[src/tile_filename_parser_macros.svh]
// Assertion macros shared by the tile file name parser RTL.
// Included by the modules that carry concurrent checks; no other dependencies.
`ifndef TILE_FILENAME_PARSER_MACROS_SVH
`define TILE_FILENAME_PARSER_MACROS_SVH

`ifndef SYNTHESIS
// same-cycle implication, disabled during reset
`define TFP_ASSERT_IMP(lbl, clk, rstn, ante, cons) \
    lbl: assert property (@(posedge clk) disable iff (!(rstn)) (ante) |-> (cons)) \
        else $error("tile_filename_parser: check failed");
// next-cycle implication, disabled during reset
`define TFP_ASSERT_NXT(lbl, clk, rstn, ante, cons) \
    lbl: assert property (@(posedge clk) disable iff (!(rstn)) (ante) |=> (cons)) \
        else $error("tile_filename_parser: check failed");
`else
`define TFP_ASSERT_IMP(lbl, clk, rstn, ante, cons)
`define TFP_ASSERT_NXT(lbl, clk, rstn, ante, cons)
`endif

`endif

[src/tfp_pkg.sv]
// Types and constants of the tile file name parser: beat payloads,
// extension tables and character codes. No dependencies.
`timescale 1ns / 1ps

package tfp_pkg;

    typedef logic [7:0] t_byte;

    // Number of extension names and how many of them are regular ones
    localparam int EXT_COUNT     = 13;
    localparam int REGULAR_COUNT = 8;
    localparam int MAX_EXT_LEN   = 8;
    localparam int EXT_POS_W     = $clog2(MAX_EXT_LEN);
    localparam int POS_W         = 4;

    // Configuration register indexes
    localparam int CFG_IDX_W = 1;
    localparam logic [CFG_IDX_W-1:0] CFG_SKIP_COUNT = 1'd0;
    localparam logic [CFG_IDX_W-1:0] CFG_FLAVORS_EN = 1'd1;

    // File types
    localparam logic [2:0] TYPE_META    = 3'd0;
    localparam logic [2:0] TYPE_MESH    = 3'd1;
    localparam logic [2:0] TYPE_ATLAS   = 3'd2;
    localparam logic [2:0] TYPE_NAVTILE = 3'd3;
    localparam logic [2:0] TYPE_META2D  = 3'd4;
    localparam logic [2:0] TYPE_MASK    = 3'd5;
    localparam logic [2:0] TYPE_ORTHO   = 3'd6;
    localparam logic [2:0] TYPE_CREDITS = 3'd7;

    // Flavors
    localparam logic [1:0] FLAVOR_REGULAR = 2'd0;
    localparam logic [1:0] FLAVOR_RAW     = 2'd1;
    localparam logic [1:0] FLAVOR_DEBUG   = 2'd2;

    // Character codes
    localparam t_byte CH_NUL  = 8'h00;
    localparam t_byte CH_DASH = 8'h2D;
    localparam t_byte CH_DOT  = 8'h2E;
    localparam t_byte CH_ZERO = 8'h30;
    localparam t_byte CH_NINE = 8'h39;

    // Extension spellings, zero padded
    localparam t_byte EXT_TEXT [EXT_COUNT][MAX_EXT_LEN] = '{
        '{"m", "e", "t", "a", CH_NUL, CH_NUL, CH_NUL, CH_NUL},
        '{"b", "i", "n", CH_NUL, CH_NUL, CH_NUL, CH_NUL, CH_NUL},
        '{"j", "p", "g", CH_NUL, CH_NUL, CH_NUL, CH_NUL, CH_NUL},
        '{"n", "a", "v", CH_NUL, CH_NUL, CH_NUL, CH_NUL, CH_NUL},
        '{"2", "d", "m", "e", "t", "a", CH_NUL, CH_NUL},
        '{"m", "a", "s", "k", CH_NUL, CH_NUL, CH_NUL, CH_NUL},
        '{"o", "r", "t", "h", "o", CH_NUL, CH_NUL, CH_NUL},
        '{"c", "r", "e", "d", "i", "t", "s", CH_NUL},
        '{"r", "m", "e", "s", "h", CH_NUL, CH_NUL, CH_NUL},
        '{"r", "a", "t", "l", "a", "s", CH_NUL, CH_NUL},
        '{"r", "n", "a", "v", "t", "i", "l", "e"},
        '{"m", "e", "t", "a", ".", "d", "b", "g"},
        '{"m", "a", "s", "k", ".", "d", "b", "g"}
    };

    localparam logic [POS_W-1:0] EXT_LEN [EXT_COUNT] = '{
        4'd4, 4'd3, 4'd3, 4'd3, 4'd6, 4'd4, 4'd5, 4'd7, 4'd5, 4'd6, 4'd8, 4'd8, 4'd8
    };

    localparam logic [2:0] EXT_TYPE [EXT_COUNT] = '{
        TYPE_META, TYPE_MESH, TYPE_ATLAS, TYPE_NAVTILE, TYPE_META2D, TYPE_MASK,
        TYPE_ORTHO, TYPE_CREDITS, TYPE_MESH, TYPE_ATLAS, TYPE_NAVTILE, TYPE_META,
        TYPE_MASK
    };

    localparam logic [1:0] EXT_FLAVOR [EXT_COUNT] = '{
        FLAVOR_REGULAR, FLAVOR_REGULAR, FLAVOR_REGULAR, FLAVOR_REGULAR,
        FLAVOR_REGULAR, FLAVOR_REGULAR, FLAVOR_REGULAR, FLAVOR_REGULAR,
        FLAVOR_RAW, FLAVOR_RAW, FLAVOR_RAW, FLAVOR_DEBUG, FLAVOR_DEBUG
    };

    // Input beat: one character of the name
    typedef struct packed {
        t_byte char_code;
        logic  is_last;
    } t_char_beat;

    // Configuration write beat
    typedef struct packed {
        logic [CFG_IDX_W-1:0] reg_index;
        t_byte                write_data;
    } t_cfg_beat;

    // Result beat
    typedef struct packed {
        logic        name_valid;
        logic [7:0]  level_of_detail;
        logic [31:0] tile_x;
        logic [31:0] tile_y;
        logic [31:0] sub_file;
        logic        has_sub_file;
        logic [2:0]  file_type;
        logic [1:0]  flavor_code;
    } t_result;

    // Extension lookup outcome
    typedef struct packed {
        logic       found;
        logic [2:0] file_type;
        logic [1:0] flavor;
    } t_ext_hit;

endpackage

[src/tfp_ext_lookup.sv]
// Extension resolver: picks the first surviving extension whose length
// equals the characters seen. Uses tfp_pkg tables.
`timescale 1ns / 1ps

module tfp_ext_lookup (
    input  logic [tfp_pkg::EXT_COUNT-1:0] i_alive,
    input  logic [tfp_pkg::POS_W-1:0]     i_pos,
    input  logic                          i_flavors_en,
    output tfp_pkg::t_ext_hit             o_hit
);
    import tfp_pkg::*;

    // lowest matching index wins; raw and debug names need flavors enabled
    always_comb begin
        o_hit = '0;
        for (int i = EXT_COUNT - 1; i >= 0; i--) begin
            if (i_alive[i] && (i_pos == EXT_LEN[i]) &&
                ((i < REGULAR_COUNT) || i_flavors_en)) begin
                o_hit.found     = 1'b1;
                o_hit.file_type = EXT_TYPE[i];
                o_hit.flavor    = EXT_FLAVOR[i];
            end
        end
    end

endmodule

[src/tfp_parse_core.sv]
// Per-character parse state and next-state logic; forms the result for the
// last character. Depends on tfp_pkg, tfp_ext_lookup and the macro header.
`timescale 1ns / 1ps
`include "tile_filename_parser_macros.svh"

module tfp_parse_core (
    input  logic              i_clk,
    input  logic              i_rst_n,
    input  logic              i_step,
    input  tfp_pkg::t_byte    i_char,
    input  logic              i_last,
    input  tfp_pkg::t_byte    i_skip_count,
    input  logic              i_flavors_en,
    output tfp_pkg::t_result  o_result
);
    import tfp_pkg::*;

    // parse phases
    localparam logic [2:0] PH_SKIP = 3'd0;
    localparam logic [2:0] PH_LOD  = 3'd1;
    localparam logic [2:0] PH_X    = 3'd2;
    localparam logic [2:0] PH_Y    = 3'd3;
    localparam logic [2:0] PH_SUB  = 3'd4;
    localparam logic [2:0] PH_EXT  = 3'd5;
    localparam logic [2:0] PH_HELD = 3'd6;

    localparam logic [EXT_COUNT-1:0] ALL_ALIVE = '1;

    logic [2:0]           r_phase, n_phase;
    t_byte                r_skip_cnt, n_skip_cnt;
    logic [31:0]          r_acc, n_acc;
    logic                 r_has_digit, n_has_digit;
    logic                 r_lz, n_lz;
    logic [7:0]           r_lod, n_lod;
    logic [31:0]          r_x, n_x;
    logic [31:0]          r_y, n_y;
    logic [31:0]          r_sub, n_sub;
    logic                 r_sub_present, n_sub_present;
    logic [EXT_COUNT-1:0] r_alive, n_alive;
    logic [POS_W-1:0]     r_pos, n_pos;
    logic                 r_error, n_error;

    logic [EXT_COUNT-1:0] keep;
    logic [35:0]          acc10;
    logic [35:0]          limit;
    logic [2:0]           cur;
    logic                 is_digit;
    t_ext_hit             hit;
    logic                 need_sub;
    logic                 name_ok;
    logic                 last_step;
    logic                 at_start;

    // extension survivors for the current character
    always_comb begin
        for (int i = 0; i < EXT_COUNT; i++) begin
            keep[i] = (r_pos < EXT_LEN[i]) && (r_pos < POS_W'(MAX_EXT_LEN)) &&
                      (EXT_TEXT[i][r_pos[EXT_POS_W-1:0]] == i_char);
        end
    end

    // decimal accumulate: acc*10 + digit as shift-add
    assign is_digit = (i_char >= CH_ZERO) && (i_char <= CH_NINE);
    assign acc10    = ({4'b0, r_acc} << 3) + ({4'b0, r_acc} << 1) +
                      {32'b0, 4'(i_char - CH_ZERO)};
    assign cur      = (r_phase == PH_SKIP) ? PH_LOD : r_phase;
    assign limit    = (cur == PH_LOD) ? 36'd255 : 36'hFFFF_FFFF;

    // next parse state after this character
    always_comb begin
        n_phase       = r_phase;
        n_skip_cnt    = r_skip_cnt;
        n_acc         = r_acc;
        n_has_digit   = r_has_digit;
        n_lz          = r_lz;
        n_lod         = r_lod;
        n_x           = r_x;
        n_y           = r_y;
        n_sub         = r_sub;
        n_sub_present = r_sub_present;
        n_alive       = r_alive;
        n_pos         = r_pos;
        n_error       = r_error;
        if (!r_error) begin
            if ((r_phase == PH_SKIP) && (r_skip_cnt < i_skip_count)) begin
                n_skip_cnt = r_skip_cnt + 8'd1;
            end else begin
                n_phase = cur;
                if (cur == PH_HELD) begin
                    // rest of the name after a NUL is ignored
                end else if (cur == PH_EXT) begin
                    if (i_char == CH_NUL) begin
                        n_phase = PH_HELD;
                    end else begin
                        n_alive = r_alive & keep;
                        if (r_pos != '1) begin
                            n_pos = r_pos + POS_W'(1);
                        end
                    end
                end else if (is_digit) begin
                    if (r_lz || (acc10 > limit)) begin
                        n_error = 1'b1;
                    end else begin
                        n_acc       = acc10[31:0];
                        n_has_digit = 1'b1;
                        if (!r_has_digit && (i_char == CH_ZERO)) begin
                            n_lz = 1'b1;
                        end
                    end
                end else if (!r_has_digit) begin
                    n_error = 1'b1;
                end else begin
                    // separator closes the current number
                    n_acc       = '0;
                    n_has_digit = 1'b0;
                    n_lz        = 1'b0;
                    unique case (cur)
                        PH_LOD: begin
                            n_lod = r_acc[7:0];
                            if (i_char == CH_DASH) n_phase = PH_X;
                            else n_error = 1'b1;
                        end
                        PH_X: begin
                            n_x = r_acc;
                            if (i_char == CH_DASH) n_phase = PH_Y;
                            else n_error = 1'b1;
                        end
                        PH_Y: begin
                            n_y = r_acc;
                            if (i_char == CH_DASH) begin
                                n_sub_present = 1'b1;
                                n_phase       = PH_SUB;
                            end else if (i_char == CH_DOT) begin
                                n_phase = PH_EXT;
                            end else begin
                                n_error = 1'b1;
                            end
                        end
                        default: begin
                            n_sub = r_acc;
                            if (i_char == CH_DOT) n_phase = PH_EXT;
                            else n_error = 1'b1;
                        end
                    endcase
                end
            end
        end
    end

    tfp_ext_lookup u_ext_lookup (
        .i_alive      (n_alive),
        .i_pos        (n_pos),
        .i_flavors_en (i_flavors_en),
        .o_hit        (hit)
    );

    // final verdict; every field zero when the name is rejected
    assign need_sub = ((hit.file_type == TYPE_ATLAS) || (hit.file_type == TYPE_ORTHO)) &&
                      (hit.flavor == FLAVOR_REGULAR);
    assign name_ok  = !n_error && ((n_phase == PH_EXT) || (n_phase == PH_HELD)) &&
                      (n_pos != '0) && hit.found && (need_sub == n_sub_present);

    always_comb begin
        o_result = '0;
        if (name_ok) begin
            o_result.name_valid      = 1'b1;
            o_result.level_of_detail = n_lod;
            o_result.tile_x          = n_x;
            o_result.tile_y          = n_y;
            o_result.sub_file        = n_sub_present ? n_sub : 32'd0;
            o_result.has_sub_file    = n_sub_present;
            o_result.file_type       = hit.file_type;
            o_result.flavor_code     = hit.flavor;
        end
    end

    assign last_step = i_step && i_last;
    assign at_start  = (r_phase == PH_SKIP) && !r_error;

    // state update; the last character returns to the start of a name
    always_ff @(posedge i_clk) begin
        if (!i_rst_n || last_step) begin
            r_phase       <= PH_SKIP;
            r_skip_cnt    <= '0;
            r_acc         <= '0;
            r_has_digit   <= 1'b0;
            r_lz          <= 1'b0;
            r_lod         <= '0;
            r_x           <= '0;
            r_y           <= '0;
            r_sub         <= '0;
            r_sub_present <= 1'b0;
            r_alive       <= ALL_ALIVE;
            r_pos         <= '0;
            r_error       <= 1'b0;
        end else if (i_step) begin
            r_phase       <= n_phase;
            r_skip_cnt    <= n_skip_cnt;
            r_acc         <= n_acc;
            r_has_digit   <= n_has_digit;
            r_lz          <= n_lz;
            r_lod         <= n_lod;
            r_x           <= n_x;
            r_y           <= n_y;
            r_sub         <= n_sub;
            r_sub_present <= n_sub_present;
            r_alive       <= n_alive;
            r_pos         <= n_pos;
            r_error       <= n_error;
        end
    end

    // checks
    `TFP_ASSERT_NXT(a_restart_after_last, i_clk, i_rst_n, last_step, at_start)
    `TFP_ASSERT_NXT(a_error_sticky, i_clk, i_rst_n, r_error && !last_step, r_error)
    `TFP_ASSERT_IMP(a_lod_bound, i_clk, i_rst_n, !r_error && (r_phase == PH_LOD), r_acc <= 32'd255)

endmodule
[config.mk]
export PLATFORM = sky130hd
export DESIGN_NAME = tfp_parse_core
export DESIGN_NICKNAME = d
export VERILOG_FILES = /design/src/tfp_pkg.sv /design/src/tfp_ext_lookup.sv /design/src/tfp_parse_core.sv
export VERILOG_INCLUDE_DIRS = /design/src /design/src/src
export SDC_FILE = /design/constraint.sdc
export NUM_CORES = 1
export LEC_CHECK = 0
export BUFFER_PORTS_ARGS = -buffer_cell sky130_fd_sc_hd__buf_2
export CAP_MARGIN = 20
export CORE_ASPECT_RATIO = 0.75
export CORE_MARGIN = 2
export CORE_UTILIZATION = 55
export DETAILED_ROUTE_END_ITERATION = 8
export GPL_TIMING_DRIVEN = 0
export PLACE_DENSITY = 0.72
export SLEW_MARGIN = 20
export SYNTH_ARGS = -nofsm -noshare
export SYNTH_HDL_FRONTEND = slang
export SYNTH_SLANG_ARGS = --single-unit
[constraint.sdc]
create_clock -name i_clk -period 10.95 [get_ports i_clk]
set_input_delay 0.5475 -clock i_clk [delete_from_list [all_inputs] [get_ports i_clk]]
set_output_delay 0.5475 -clock i_clk [all_outputs]
set_load 0.01 [all_outputs]
Word-level counts from Yosys, hierarchy flattened
Memory sizes are Yosys's and may differ from the RTL's.
Cells that the tools add are included.
Storage, ports and cells
  output and inout port bits: 111
  memories kept: 13
  bits in read-only memories: 832
  input bits: 21
  flip-flop bits (word level): 168
Cells by class
  reduce and logical (&&, ||, !) cells: 63
  eq/ne operators: 35
  add/subtract/negate cells: 5
  muxes and demuxes: 122
  magnitude comparators: 11
  bitwise logic cells: 6
Memory list
  (no name shown): depth 8, width 8, rd ports 1, clocked after memory_dff 0, write ports 0, line tfp_parse_core.sv:58  | (EXT_TEXT[i][r_pos[EXT_POS_W-1:0]] == i_char);
  (no name shown): depth 8, width 8, rd ports 1, clocked after memory_dff 0, write ports 0, line tfp_parse_core.sv:58
  (no name shown): depth 8, width 8, rd ports 1, clocked after memory_dff 0, write ports 0, line tfp_parse_core.sv:58
  (no name shown): depth 8, width 8, rd ports 1, clocked after memory_dff 0, write ports 0, line tfp_parse_core.sv:58
  (no name shown): depth 8, width 8, rd ports 1, clocked after memory_dff 0, write ports 0, line tfp_parse_core.sv:58
  (no name shown): depth 8, width 8, rd ports 1, clocked after memory_dff 0, write ports 0, line tfp_parse_core.sv:58
  7 more memories
Operator list (count)
  32-bit two-way mux: 26
  8-bit two-way mux: 33
  111-bit two-way mux: 1
  8-bit equality test: 13
  6-bit two-way mux: 13
  13-bit two-way mux: 5
  1-bit logical AND: 45
  35-bit by 33-bit adder with 36-bit output: 1
  36-bit by 4-bit adder with 36-bit output: 1
  36-bit by 32-bit > comparator with 1-bit output: 1
  3-bit two-way mux: 12
  8-bit by 6-bit equality test with 1-bit output (second input constant): 3
  1-bit two-way mux: 24
  4-bit two-way mux: 6
  4-bit by 3-bit equality test with 1-bit output (second input constant): 4
  4-bit by 3-bit < comparator with 1-bit output (second input constant): 4
  3-bit equality test (second input constant): 5
  13-bit AND: 1
  3-bit by 2-bit equality test with 1-bit output (second input constant): 3
  3-bit case mux with 3 select lines: 1
  8-bit by 1-bit adder with 8-bit output (second input constant): 1
  8-bit by 6-bit greater-or-equal comparator with 1-bit output (second input constant): 1
  8-bit by 6-bit <= comparator with 1-bit output (second input constant): 1
  8-bit zero test: 1
  other kinds (28): 36

Depth between registers and ports, before layout
Gate-level depths: netlist of the first run.
  depth after elaboration: 33
  depth in mapped cells: 22

Modules after synthesis
A second synthesis of the first run with hierarchy kept.
Second synthesis, totals
  cell total of the unflattened synthesis: 1719
  area total of the unflattened synthesis: 12518.3 um^2
By module, submodules not included
  tfp_parse_core: cells each 1678, area an instance 12203.0 um^2, instances 1
  tfp_ext_lookup: cells each 41, area an instance 315.3 um^2, instances 1

Worst setup path after synthesis of the first run
No wires, ideal clock.
  kind: input port to flip-flop
  from: in i_char[3]
  to: reg r_acc[0]
  setup time: 0.072 ns
  path slack: 5.204 ns
  cell stages on the path: 20
  arrival: 5.674 ns
  data required time: 10.878 ns
  path through: fa_1 ha_1 a21o_1 nand4_1 a2111oi_0 o21ai_0 a31oi_1 nor2_1 o311ai_0 xor2_1 ha_1 nand4_1 nor4_1 and4_1 a31oi_1 nor3_1 o211ai_1 nor4_2 buf_2 mux2i_1
On the way
  cells in the longest elaborated chain, start to end: 6
  elaborated cells between the ends (all ways): 11
RTL lines
  start: declaration: line tfp_parse_core.sv:10  | input tfp_pkg::t_byte i_char,
  4-bit by 1-bit subtractor with 4-bit output: line tfp_parse_core.sv:65  | {32'b0, 4'(i_char - CH_ZERO)};
  36-bit by 4-bit adder with 36-bit output: line tfp_parse_core.sv:64  | assign acc10 = ({4'b0, r_acc} << 3) + ({4'b0, r_acc} << 1) +
  36-bit by 32-bit > comparator with 1-bit output: line tfp_parse_core.sv:101  | if (r_lz || (acc10 > limit)) begin
  1-bit logical OR: line tfp_parse_core.sv:101
  2-bit inequality test (no line)
  7-bit AND reduction (no line)
  end signal: assignment: line tfp_parse_core.sv:199  | r_acc <= n_acc;
  end: declaration: line tfp_parse_core.sv:31  | logic [31:0] r_acc, n_acc;
Parallel ways exist; a longest one is shown, timed or not.
A chain may end at the register's enable or synchronous reset.

Worst setup path in the final report of the first run
  from: reg r_acc[0]
  to: reg r_acc[4]
On the way
  cells in the longest elaborated chain, start to end: 6
  elaborated cells between the ends (all ways): 8
RTL lines (line)
  35-bit by 33-bit adder with 36-bit output (*): tfp_parse_core.sv:64
  36-bit by 4-bit adder with 36-bit output (*): tfp_parse_core.sv:64
  36-bit by 32-bit > comparator with 1-bit output: tfp_parse_core.sv:101
  1-bit logical OR: tfp_parse_core.sv:101
  2-bit inequality test (no line)
  7-bit AND reduction (no line)
Mark *: on every way between the ends. The rest lies on a longest branch, timed or not. The select of a mux whose other input is x is not followed.

==> results of run 1 <==
sequential cells by signal (all words and copies together) (netlist names):
register / count
r_acc: 32
r_alive: 13
r_error: 1
r_has_digit: 1
r_lod: 8
r_lz: 1
r_phase: 3
r_pos: 4
r_skip_cnt: 8
r_sub: 32
r_sub_present: 1
r_x: 32
r_y: 32
layout by cell type (no fill, tap or decap), drive strengths merged, types with 43 or more instances in the layout:
| cell | netlist | layout |
|---|---|---|
| nor2 | 104 | 104 |
| nand2 | 332 | 332 |
| a21oi | 239 | 239 |
| dfxtp | 168 | 168 |
| o21ai | 43 | 43 |
| clkbuf | 84 | 101 |
| inv | 35 | 44 |
| mux2i | 148 | 148 |
| buf | 38 | 170 |
| ha | 109 | 109 |
path summary, 6_finish.rpt:
kind / start / to / depth (start not counted)
max: r_acc[0] / r_acc[4] / 20
min reg2reg: r_x[29] / r_x[29] / 2
max reg2reg: r_acc[0] / r_acc[4] / 20
min: r_x[29] / r_x[29] / 2
power groups by stage:
stage / clock network (mW) / logic, mW / registers (mW)
final: 0.606 / 0.0782 / 0.612
after global routing: 0.635 / 0.0821 / 0.612
after CTS: 0.610 / 0.0746 / 0.612
after detailed placement: 0 / 0.0744 / 0.626
after global placement: 0 / 0.0738 / 0.626
after floorplan: 0 / 0.0456 / 0.626
logic make-up after synthesis:
group / after synthesis / synth area share (%)
compound gates: 438 / 20.2
xor+xnor: 70 / 4.58
fa+ha+maj: 111 / 10.5
buf+inv: 159 / 5.40
flops: 168 / 25.1
mux: 153 / 11.6
simple gates: 614 / 22.6
final cells by class:
cell class | count | area (sq um) | area share, %
multi-input cells | 1386 | 9320 | 61.8
flip-flops and latches | 168 | 3360 | 22.3
clock buffers | 17 | 425 | 2.82
plain buffers | 122 | 584 | 3.87
repair buffers | 132 | 673 | 4.46
clock inverters | 15 | 155 | 1.03
diodes | 1 | 2.50 | 0.0166
inverters | 37 | 139 | 0.921
well taps | 331 | 414 | 2.75
metal layers:
| metal | vias to the layer above | track usage (%) | routed length (um) |
|---|---|---|---|
| met5 | - | 0 | 0 |
| met4 | 0 | 9.22 | 833 |
| met3 | 60 | 11.8 | 5640 |
| met2 | 714 | 47.4 | 17800 |
| met1 | 6381 | 51.7 | 21000 |
| li1 | 6407 | - | - |
metrics by stage:
| step | instance area, sq um | util [%] |
|---|---|---|
| CTS | 15100 | 62.9 |
| finish | 15100 | 62.9 |
| global placement | 14500 | 60.3 |
| floorplan | 13400 | - |
| global route | 15100 | 62.9 |
| detailed placement | 14500 | 60.5 |
tightest hold or removal path, cell delays in order (launching register included):
cell	delay (ps)
sky130_fd_sc_hd__dfxtp_1	310
sky130_fd_sc_hd__nand2_1	50
sky130_fd_sc_hd__a21oi_1	50
==> report_table.html, run 1 <==
<table>
<tr><th>Metric</th><th>Value</th></tr>
<tr><th colspan="2">Worst setup path</th></tr>
<tr><td>Cell with the biggest individual delay on the critical path</td><td>sky130_fd_sc_hd__a2111oi_1</td></tr>
<tr><td>Critical path class</td><td>reg2reg</td></tr>
<tr><td>Worst setup slack for register-to-register paths</td><td>between 3000 and 4000 ps</td></tr>
<tr><td>WP data arrival</td><td>7490 ps</td></tr>
<tr><td>Critical path buffer and inverter count</td><td>1</td></tr>
<tr><td>Largest delay contributor family on the critical path</td><td>compound AO/OA/AOI/OAI gates</td></tr>
<tr><td>Startpoint kind of the worst setup timing path</td><td>flop</td></tr>
<tr><td>Critical-path maximum fanout</td><td>10</td></tr>
<tr><td>Critical path data required time</td><td>about 11000 ps</td></tr>
<tr><td>Slowest Stage Delay on Critical Path</td><td>around 850 ps</td></tr>
<tr><td>CP endpoint kind</td><td>flop</td></tr>
<tr><td>Critical Path, Cell by Cell</td><td>fa_1 &gt; ha_1 &gt; a21o_1 &gt; nand4_1 &gt; a2111oi_1 &gt; o21ai_0 &gt; a31oi_1 &gt; nor2_1 &gt; o311ai_0 &gt; xor2_1 &gt; ha_1 &gt; nand4_1 &gt; nor4_1 &gt; and4_1 &gt; a31oi_1 &gt; nor3_1 &gt; o211ai_1 &gt; nor4_2 &gt; buf_2 &gt; mux2i_1</td></tr>
<tr><th colspan="2">Clock network</th></tr>
<tr><td>Clk pin slew, worst setup/hold paths</td><td>about 70 ps</td></tr>
<tr><td>H-Tree Depth</td><td>4</td></tr>
<tr><td>CTS Buf Count</td><td>17</td></tr>
<tr><td>Clock Sink Count</td><td>168</td></tr>
<tr><td>Total of hold buffers inserted after clock tree synthesis</td><td>0</td></tr>
<tr><td>Buffer cell driving the clock tree root</td><td>sky130_fd_sc_hd__clkbuf_16</td></tr>
<tr><td>TritonCTS clock tree</td><td>yes</td></tr>
<tr><td>Max clock buf depth</td><td>2</td></tr>
<tr><td>Number of post-CTS setup repair buffers</td><td>0</td></tr>
<tr><td>Number of gates resized after cts</td><td>0</td></tr>
<tr><td>Clk_lat worst skew</td><td>450 ps</td></tr>
<tr><th colspan="2">Yosys</th></tr>
<tr><td>Synthesized netlist net count</td><td>approximately 1.8k</td></tr>
<tr><td>Share of async-settable or async-resettable flops after synthesis</td><td>0%</td></tr>
<tr><td>Library cell with the highest instance count after synthesis</td><td>sky130_fd_sc_hd__nand2_1</td></tr>
<tr><td>Yosys warning total</td><td>0</td></tr>
<tr><td>Post-synth EDFFs</td><td>0</td></tr>
<tr><td>Synthesized area per cell</td><td>7.82 sq um</td></tr>
<tr><td>Area share of the largest cell type after synthesis</td><td>between 20 and 30%</td></tr>
<tr><td>Flop and latch count out of synthesis</td><td>between 150 and 200</td></tr>
<tr><td>Post-synthesis cell count</td><td>approximately 1.7k</td></tr>
<tr><td>Sequential element share of the synthesized area</td><td>between 20% and 30%</td></tr>
<tr><td>Number of distinct standard cells referenced by the synthesized netlist</td><td>88</td></tr>
<tr><td>Post-synthesis instance area</td><td>roughly 13000 sq um</td></tr>
<tr><td>Predominant post-synthesis flop cell</td><td>sky130_fd_sc_hd__dfxtp_1</td></tr>
<tr><td>Cell types with the largest area share after synthesis</td><td>sky130_fd_sc_hd__dfxtp_1 25%, sky130_fd_sc_hd__mux2i_1 11%, sky130_fd_sc_hd__ha_1 10%</td></tr>
<tr><td>Synth top cells by count</td><td>332 x sky130_fd_sc_hd__nand2_1, 238 x sky130_fd_sc_hd__a21oi_1, 168 x sky130_fd_sc_hd__dfxtp_1</td></tr>
<tr><td>Yosys top cell by area</td><td>sky130_fd_sc_hd__dfxtp_1</td></tr>
<tr><th colspan="2">Detailed routing</th></tr>
<tr><td>WL final</td><td>45300 um</td></tr>
<tr><td>Via count normalized by instance count</td><td>around 6.1</td></tr>
<tr><td>First drt pass iteration count</td><td>6</td></tr>
<tr><td>DRC viols</td><td>0</td></tr>
<tr><td>Initial DRC Count</td><td>~1.4k</td></tr>
<tr><td>Final routed wire length divided by cell count</td><td>just over 20 um</td></tr>
<tr><td>Antenna viol nets, final</td><td>0</td></tr>
<tr><td>Via total after detailed routing</td><td>around 14k</td></tr>
<tr><th colspan="2">Placed design</th></tr>
<tr><td>Port Buf Inserts</td><td>between 100 and 150</td></tr>
<tr><td>Gp weighted congestion</td><td>~1.1</td></tr>
<tr><td>Number of placed instances with taps included</td><td>around 2.2k</td></tr>
<tr><td>Placement-stage worst setup slack</td><td>roughly 3500 ps</td></tr>
<tr><td>DP Wirelength</td><td>roughly 34000 um</td></tr>
<tr><th colspan="2">STA</th></tr>
<tr><td>Worst hold margin</td><td>approximately 450 ps</td></tr>
<tr><td>Maximum clock rate</td><td>around 140 MHz</td></tr>
<tr><td>Final Worst Setup Slack</td><td>around 3800 ps</td></tr>
<tr><td>Final slew viol count</td><td>0</td></tr>
<tr><td>Transition time at the pin with the least slew margin</td><td>between 1000 and 1500 ps</td></tr>
<tr><td>Hold Vio Cnt, Final</td><td>0</td></tr>
<tr><td>Setup TNS Final</td><td>0 ps</td></tr>
<tr><td>Fin Clk Skew</td><td>around 12 ps</td></tr>
<tr><td>Fin crit period</td><td>between 7000 and 8000 ps</td></tr>
<tr><td>Ratio of final minimum period to clock period</td><td>around two thirds</td></tr>
<tr><td>Unrepaired setup endpoints after global routing</td><td>no</td></tr>
<tr><td>Final setup violation count</td><td>0</td></tr>
<tr><td>Worst max-slew margin expressed relative to the limit</td><td>24.2%</td></tr>
<tr><th colspan="2">Final layout</th></tr>
<tr><td>Nets</td><td>~2.0k</td></tr>
<tr><td>Synthesis-to-finish area growth</td><td>12.6%</td></tr>
<tr><td>Final Non-Filler Cells</td><td>roughly 2.2k</td></tr>
<tr><td>Fraction of final layout cells sized beyond drive strength 1</td><td>13.9%</td></tr>
<tr><td>Layout fillers</td><td>approximately 2.2k</td></tr>
<tr><th colspan="2">Floorplan</th></tr>
<tr><td>Die X-Extent</td><td>around 180 um</td></tr>
<tr><td>Core region area</td><td>roughly 24000 sq um</td></tr>
<tr><td>Starting Density</td><td>between 50% and 60%</td></tr>
<tr><td>Height of the die</td><td>~140 um</td></tr>
<tr><td>Floorplan row count</td><td>49</td></tr>
<tr><td>Area of the die</td><td>around 26000 sq um</td></tr>
<tr><td>Number of I/O pins</td><td>about 130</td></tr>
<tr><th colspan="2">Global routing</th></tr>
<tr><td>Sum of overflow across all layers after global routing</td><td>0</td></tr>
<tr><td>Maximum number of pins on one net before global-route repair</td><td>19</td></tr>
<tr><td>Number of global-route vias before repair</td><td>between 10k and 15k</td></tr>
<tr><td>Combined global-route utilization of all metal layers</td><td>34.8%</td></tr>
<tr><td>First-pass GRT wire length</td><td>approximately 70000 um</td></tr>
<tr><td>Initial antenna violation count</td><td>2</td></tr>
<tr><th colspan="2">Run status</th></tr>
<tr><td>Run status</td><td>finished clean</td></tr>
<tr><th colspan="2">Power and ir drop</th></tr>
<tr><td>Part of the total power dissipated in the clock network</td><td>between 40% and 50%</td></tr>
<tr><td>Share of total power in combinational logic</td><td>about 6%</td></tr>
<tr><td>Peak supply drop</td><td>about 0.00012 V</td></tr>
<tr><td>Fraction of power spent switching nets</td><td>approximately 28%</td></tr>
<tr><td>Total power after layout</td><td>1.30 mW</td></tr>
<tr><td>Cell internal pwr</td><td>0.937 mW</td></tr>
<tr><td>Sequential group share of total power</td><td>roughly 47%</td></tr>
<tr><td>Leak</td><td>6.06 nW</td></tr>
<tr><td>Power density over the cells</td><td>about 86 nW/um^2</td></tr>
<tr><td>Switching power</td><td>around 0.36 mW</td></tr>
<tr><th colspan="2">Hold path</th></tr>
<tr><td>Type of the worst min-delay path</td><td>reg2reg</td></tr>
<tr><th colspan="2">Flow run</th></tr>
<tr><td>Number of max-cap violations</td><td>0</td></tr>
</table>
(Power assumes the default switching activity.)
==> inputs of run 2 (changes only) <==
--- a/config.mk
+++ b/config.mk
@@ -13,7 +13,7 @@
 export CORE_UTILIZATION = 55
 export DETAILED_ROUTE_END_ITERATION = 8
 export GPL_TIMING_DRIVEN = 0
-export PLACE_DENSITY = 0.72
+export PLACE_DENSITY = 0.75
 export SLEW_MARGIN = 20
 export SYNTH_ARGS = -nofsm -noshare
 export SYNTH_HDL_FRONTEND = slang
==> constraint.sdc (replaced) <==
create_clock -name i_clk -period 6.4 [get_ports i_clk]
set_input_delay 0.32 -clock i_clk [delete_from_list [all_inputs] [get_ports i_clk]]
set_output_delay 0.32 -clock i_clk [all_outputs]
set_load 0.01 [all_outputs]
==> run 2 against run 1 <==
Net effect:
- the flow now finishes with violations (design-rule violations)
- clock skew decreased by 4.3 ps
- critical path depth increased by 1
- die area unchanged
- sequential cell count unchanged
- combinational power increased by 74%
- routed wire length increased by 1.9%
- clock-buffer cell count increased by 2
- sequential power increased by 72%
- design area increased by 0.36%
- via count increased by 0.76%
- clock power increased by 65%
- non-clock buffer count increased by 4
- highest routed layer unchanged
==> report_table.html, run 2 (synthesized netlist as in run 1, its figures left out) <==
<table>
<tr><th>Metric</th><th>Value</th></tr>
<tr><th colspan="2">Worst setup path</th></tr>
<tr><td>Critical path data required time</td><td>6760 ps (-4540 ps)</td></tr>
<tr><td>Reg-to-Reg Start</td><td>r_acc[0]</td></tr>
<tr><td>Critical-path maximum fanout</td><td>10 (unchanged)</td></tr>
<tr><td>Startpoint kind of the worst setup timing path</td><td>flop</td></tr>
<tr><td>Endpoint of the most critical register-to-register path</td><td>r_acc[7]</td></tr>
<tr><td>CP endpoint kind</td><td>flop</td></tr>
<tr><td>Worst setup slack for register-to-register paths</td><td>140 ps (-3670 ps)</td></tr>
<tr><td>Reg2Reg Depth</td><td>21 (+5.0%)</td></tr>
<tr><td>Critical path class</td><td>reg2reg</td></tr>
<tr><td>WP data arrival</td><td>6610 ps (-880 ps)</td></tr>
<tr><th colspan="2">Final layout</th></tr>
<tr><td>Sequential cell area</td><td>3360 sq um (unchanged)</td></tr>
<tr><td>Final Non-Filler Cells</td><td>2213 (+0.18%)</td></tr>
<tr><td>Nets</td><td>2000 (+0.20%)</td></tr>
<tr><td>Synthesis-to-finish area growth</td><td>13.0%</td></tr>
<tr><td>Fraction of final layout cells sized beyond drive strength 1</td><td>14.4% (+0.50 points)</td></tr>
<tr><td>Most common cell after layout, fill and taps aside</td><td>sky130_fd_sc_hd__nand2_1</td></tr>
<tr><td>Footprint of the multi-input gates</td><td>9370 sq um (+0.47%)</td></tr>
<tr><td>Highest-count cells in the layout ignoring fill and taps</td><td>332 x sky130_fd_sc_hd__nand2_1, 237 x sky130_fd_sc_hd__a21oi_1, 168 x sky130_fd_sc_hd__dfxtp_1</td></tr>
<tr><td>Layout fillers</td><td>2161 (-0.92%)</td></tr>
<tr><th colspan="2">Detailed routing</th></tr>
<tr><td>WL final</td><td>46100 um (+1.9%)</td></tr>
<tr><td>First drt pass iteration count</td><td>9 (+3)</td></tr>
<tr><td>Initial DRC Count</td><td>1691 (+21%)</td></tr>
<tr><td>Via total after detailed routing</td><td>13.7k (+0.76%)</td></tr>
<tr><td>DRC viols</td><td>3 (+3)</td></tr>
<tr><td>Via count normalized by instance count</td><td>6.17 (+0.58%)</td></tr>
<tr><td>Final routed wire length divided by cell count</td><td>20.8 um (+1.7%)</td></tr>
<tr><td>Antenna viol nets, final</td><td>0 (unchanged)</td></tr>
<tr><th colspan="2">STA</th></tr>
<tr><td>Setup TNS Final</td><td>0 ps (unchanged)</td></tr>
<tr><td>Ratio of final minimum period to clock period</td><td>97.8% (+33 points)</td></tr>
<tr><td>Final slew viol count</td><td>0 (unchanged)</td></tr>
<tr><td>Worst max-slew margin expressed relative to the limit</td><td>23.0% (-1.3 points)</td></tr>
<tr><td>Hold Vio Cnt, Final</td><td>0 (unchanged)</td></tr>
<tr><td>Fin crit period</td><td>6260 ps (-876 ps)</td></tr>
<tr><td>Final Worst Setup Slack</td><td>142 ps (-3670 ps)</td></tr>
<tr><td>Maximum clock rate</td><td>160 MHz (+14%)</td></tr>
<tr><td>Final setup violation count</td><td>0 (unchanged)</td></tr>
<tr><td>Fin Clk Skew</td><td>7.63 ps (-4.32 ps)</td></tr>
<tr><td>Transition time at the pin with the least slew margin</td><td>1140 ps (+18.7 ps)</td></tr>
<tr><td>Worst hold margin</td><td>360 ps (-93.8 ps)</td></tr>
<tr><th colspan="2">Clock network</th></tr>
<tr><td>Total of hold buffers inserted after clock tree synthesis</td><td>0 (unchanged)</td></tr>
<tr><td>CTS Buf Count</td><td>17 (unchanged)</td></tr>
<tr><td>H-Tree Depth</td><td>4 (unchanged)</td></tr>
<tr><td>Clock Sink Count</td><td>168 (unchanged)</td></tr>
<tr><td>Max clock buf depth</td><td>2 (unchanged)</td></tr>
<tr><td>Clk pin slew, worst setup/hold paths</td><td>70 ps (about the same)</td></tr>
<tr><td>Buffer cell driving the clock tree root</td><td>sky130_fd_sc_hd__clkbuf_16</td></tr>
<tr><td>Clk_lat worst skew</td><td>440 ps (about the same)</td></tr>
<tr><td>TritonCTS clock tree</td><td>yes</td></tr>
<tr><th colspan="2">Run status</th></tr>
<tr><td>Violated checks</td><td>design-rule violations</td></tr>
<tr><td>Run status</td><td>complete, but fails checks</td></tr>
<tr><th colspan="2">Placed design</th></tr>
<tr><td>Port Buf Inserts</td><td>130 (unchanged)</td></tr>
<tr><td>Number of placed instances with taps included</td><td>2176 (unchanged)</td></tr>
<tr><td>Placement-stage worst setup slack</td><td>-917 ps (-4370 ps)</td></tr>
<tr><td>DP Wirelength</td><td>35400 um (+2.8%)</td></tr>
<tr><td>Gp weighted congestion</td><td>1.07 (+1.3%)</td></tr>
<tr><th colspan="2">Power and ir drop</th></tr>
<tr><td>Peak supply drop</td><td>0.000190 V (+59%)</td></tr>
<tr><td>Leak</td><td>6.07 nW (+0.20%)</td></tr>
<tr><td>Power density over the cells</td><td>144 nW/um^2 (+68%)</td></tr>
<tr><th colspan="2">Global routing</th></tr>
<tr><td>Sum of overflow across all layers after global routing</td><td>0 (unchanged)</td></tr>
<tr><td>Number of global-route vias before repair</td><td>12.3k (-0.50%)</td></tr>
<tr><td>Maximum number of pins on one net before global-route repair</td><td>21 (+2)</td></tr>
<tr><td>Combined global-route utilization of all metal layers</td><td>35.7% (+0.85 points)</td></tr>
<tr><td>Initial antenna violation count</td><td>1 (-1)</td></tr>
<tr><td>First-pass GRT wire length</td><td>70600 um (+1.8%)</td></tr>
<tr><th colspan="2">Hold path</th></tr>
<tr><td>Number of stages on the worst hold path</td><td>4 (+2)</td></tr>
<tr><td>Endpoint with the worst hold slack</td><td>r_alive[3]</td></tr>
<tr><td>Hold wc startpoint</td><td>i_step</td></tr>
<tr><td>Type of the worst min-delay path</td><td>in2reg</td></tr>
<tr><th colspan="2">Floorplan</th></tr>
<tr><td>Height of the die</td><td>139 um (unchanged)</td></tr>
<tr><td>Number of I/O pins</td><td>132 (unchanged)</td></tr>
<tr><td>Core region area</td><td>24000 sq um (unchanged)</td></tr>
<tr><td>Floorplan row count</td><td>49 (unchanged)</td></tr>
<tr><td>Starting Density</td><td>55.9% (unchanged)</td></tr>
<tr><td>Die X-Extent</td><td>184 um (unchanged)</td></tr>
<tr><td>Area of the die</td><td>25600 sq um (unchanged)</td></tr>
<tr><th colspan="2">Flow run</th></tr>
<tr><td>Number of max-cap violations</td><td>0 (unchanged)</td></tr>
</table>
run 2: cell types whose count changed in the layout (fill, tap and decap cells not counted), moves of 2 or more:
cell	delta
sky130_fd_sc_hd__buf_4	+5
sky130_fd_sc_hd__clkinvlp_4	+3
sky130_fd_sc_hd__clkbuf_1	-2
sky130_fd_sc_hd__clkinv_8	-2
sky130_fd_sc_hd__buf_2	-2
sky130_fd_sc_hd__inv_8	-4
sky130_fd_sc_hd__clkbuf_2	+3
run 2: area by class of cell:
cell class	instances	share of cell area, %
clock buffers	19	2.93
multi-input cells	1386	61.9
clock inverters	13	0.728
repair buffers	136	4.62
diodes	1	0.0165
flip-flops and latches	168	22.2
plain buffers	122	3.92
well taps	331	2.74
inverters	37	0.942
run 2: how the worst max path moves through the flow:
stage                end  slack (ps)  startpoint  cells past startpoint
3_5_place_dp   r_acc[28]        -920   i_char[3]                     21
5_1_grt         r_acc[7]         -50    r_acc[0]                     21
4_1_cts         r_acc[7]          60    r_acc[0]                     20
2_1_floorplan   r_acc[0]         880   i_char[3]                     20
3_3_place_gp    r_acc[7]        -880   i_char[3]                     21
6_report        r_acc[7]         140    r_acc[0]                     21
run 2: timing repair:
item | CTS | global route
setup endpoints to repair | 34 | 100
gates resized for setup | 6 | 12
setup buffers | 0 | 4
pin swaps | 0 | 2
run 2: layer usage:
metal / track usage [%] / wire [um] / up-vias
met5: 0 / 0 / -
met4: 7.03 / 549 / 0
met3: 11.7 / 5900 / 43
met1: 55.1 / 21800 / 6469
met2: 47.4 / 17900 / 743
li1: - / - / 6410
run 2: per-stage QoR:
| step | util, % | power [mW] | cell area (sq um) |
|---|---|---|---|
| after CTS | 62.9 | 2.18 | 15100 |
| after detailed placement | 60.4 | 1.20 | 14500 |
| final | 63.1 | 2.18 | 15100 |
| after global placement | 60.3 | 1.20 | 14500 |
| after floorplan | - | 1.15 | 13400 |
| after global routing | 63.1 | 2.24 | 15100 |
run 2: worst max-delay path, cell delays in order, from the launching register on:
cell                        delay, ps
sky130_fd_sc_hd__dfxtp_1          470
sky130_fd_sc_hd__fa_1             510
sky130_fd_sc_hd__ha_1             300
sky130_fd_sc_hd__a21o_1           140
sky130_fd_sc_hd__nand4_1          210
sky130_fd_sc_hd__a2111oi_4        460
sky130_fd_sc_hd__o21ai_1          240
sky130_fd_sc_hd__a31oi_1          270
sky130_fd_sc_hd__nor2_1           120
sky130_fd_sc_hd__o311ai_0         450
sky130_fd_sc_hd__xor2_1           190
sky130_fd_sc_hd__ha_1             350
sky130_fd_sc_hd__nand4_1          150
sky130_fd_sc_hd__nor4_2           420
sky130_fd_sc_hd__and4_1           240
sky130_fd_sc_hd__a31oi_1          150
sky130_fd_sc_hd__nor3_1           200
sky130_fd_sc_hd__o211ai_1         180
sky130_fd_sc_hd__nor4_4           320
sky130_fd_sc_hd__buf_4            190
sky130_fd_sc_hd__buf_2            320
sky130_fd_sc_hd__mux2i_1          270
run 2: power by group:
| group | leakage, nW | switching (mW) | internal [mW] |
|---|---|---|---|
| Sequential | 1.35 | 0.00167 | 1.05 |
| Clock | 0.262 | 0.482 | 0.517 |
| Combinational | 4.45 | 0.0992 | 0.0367 |
| Total | 6.07 | 0.582 | 1.60 |
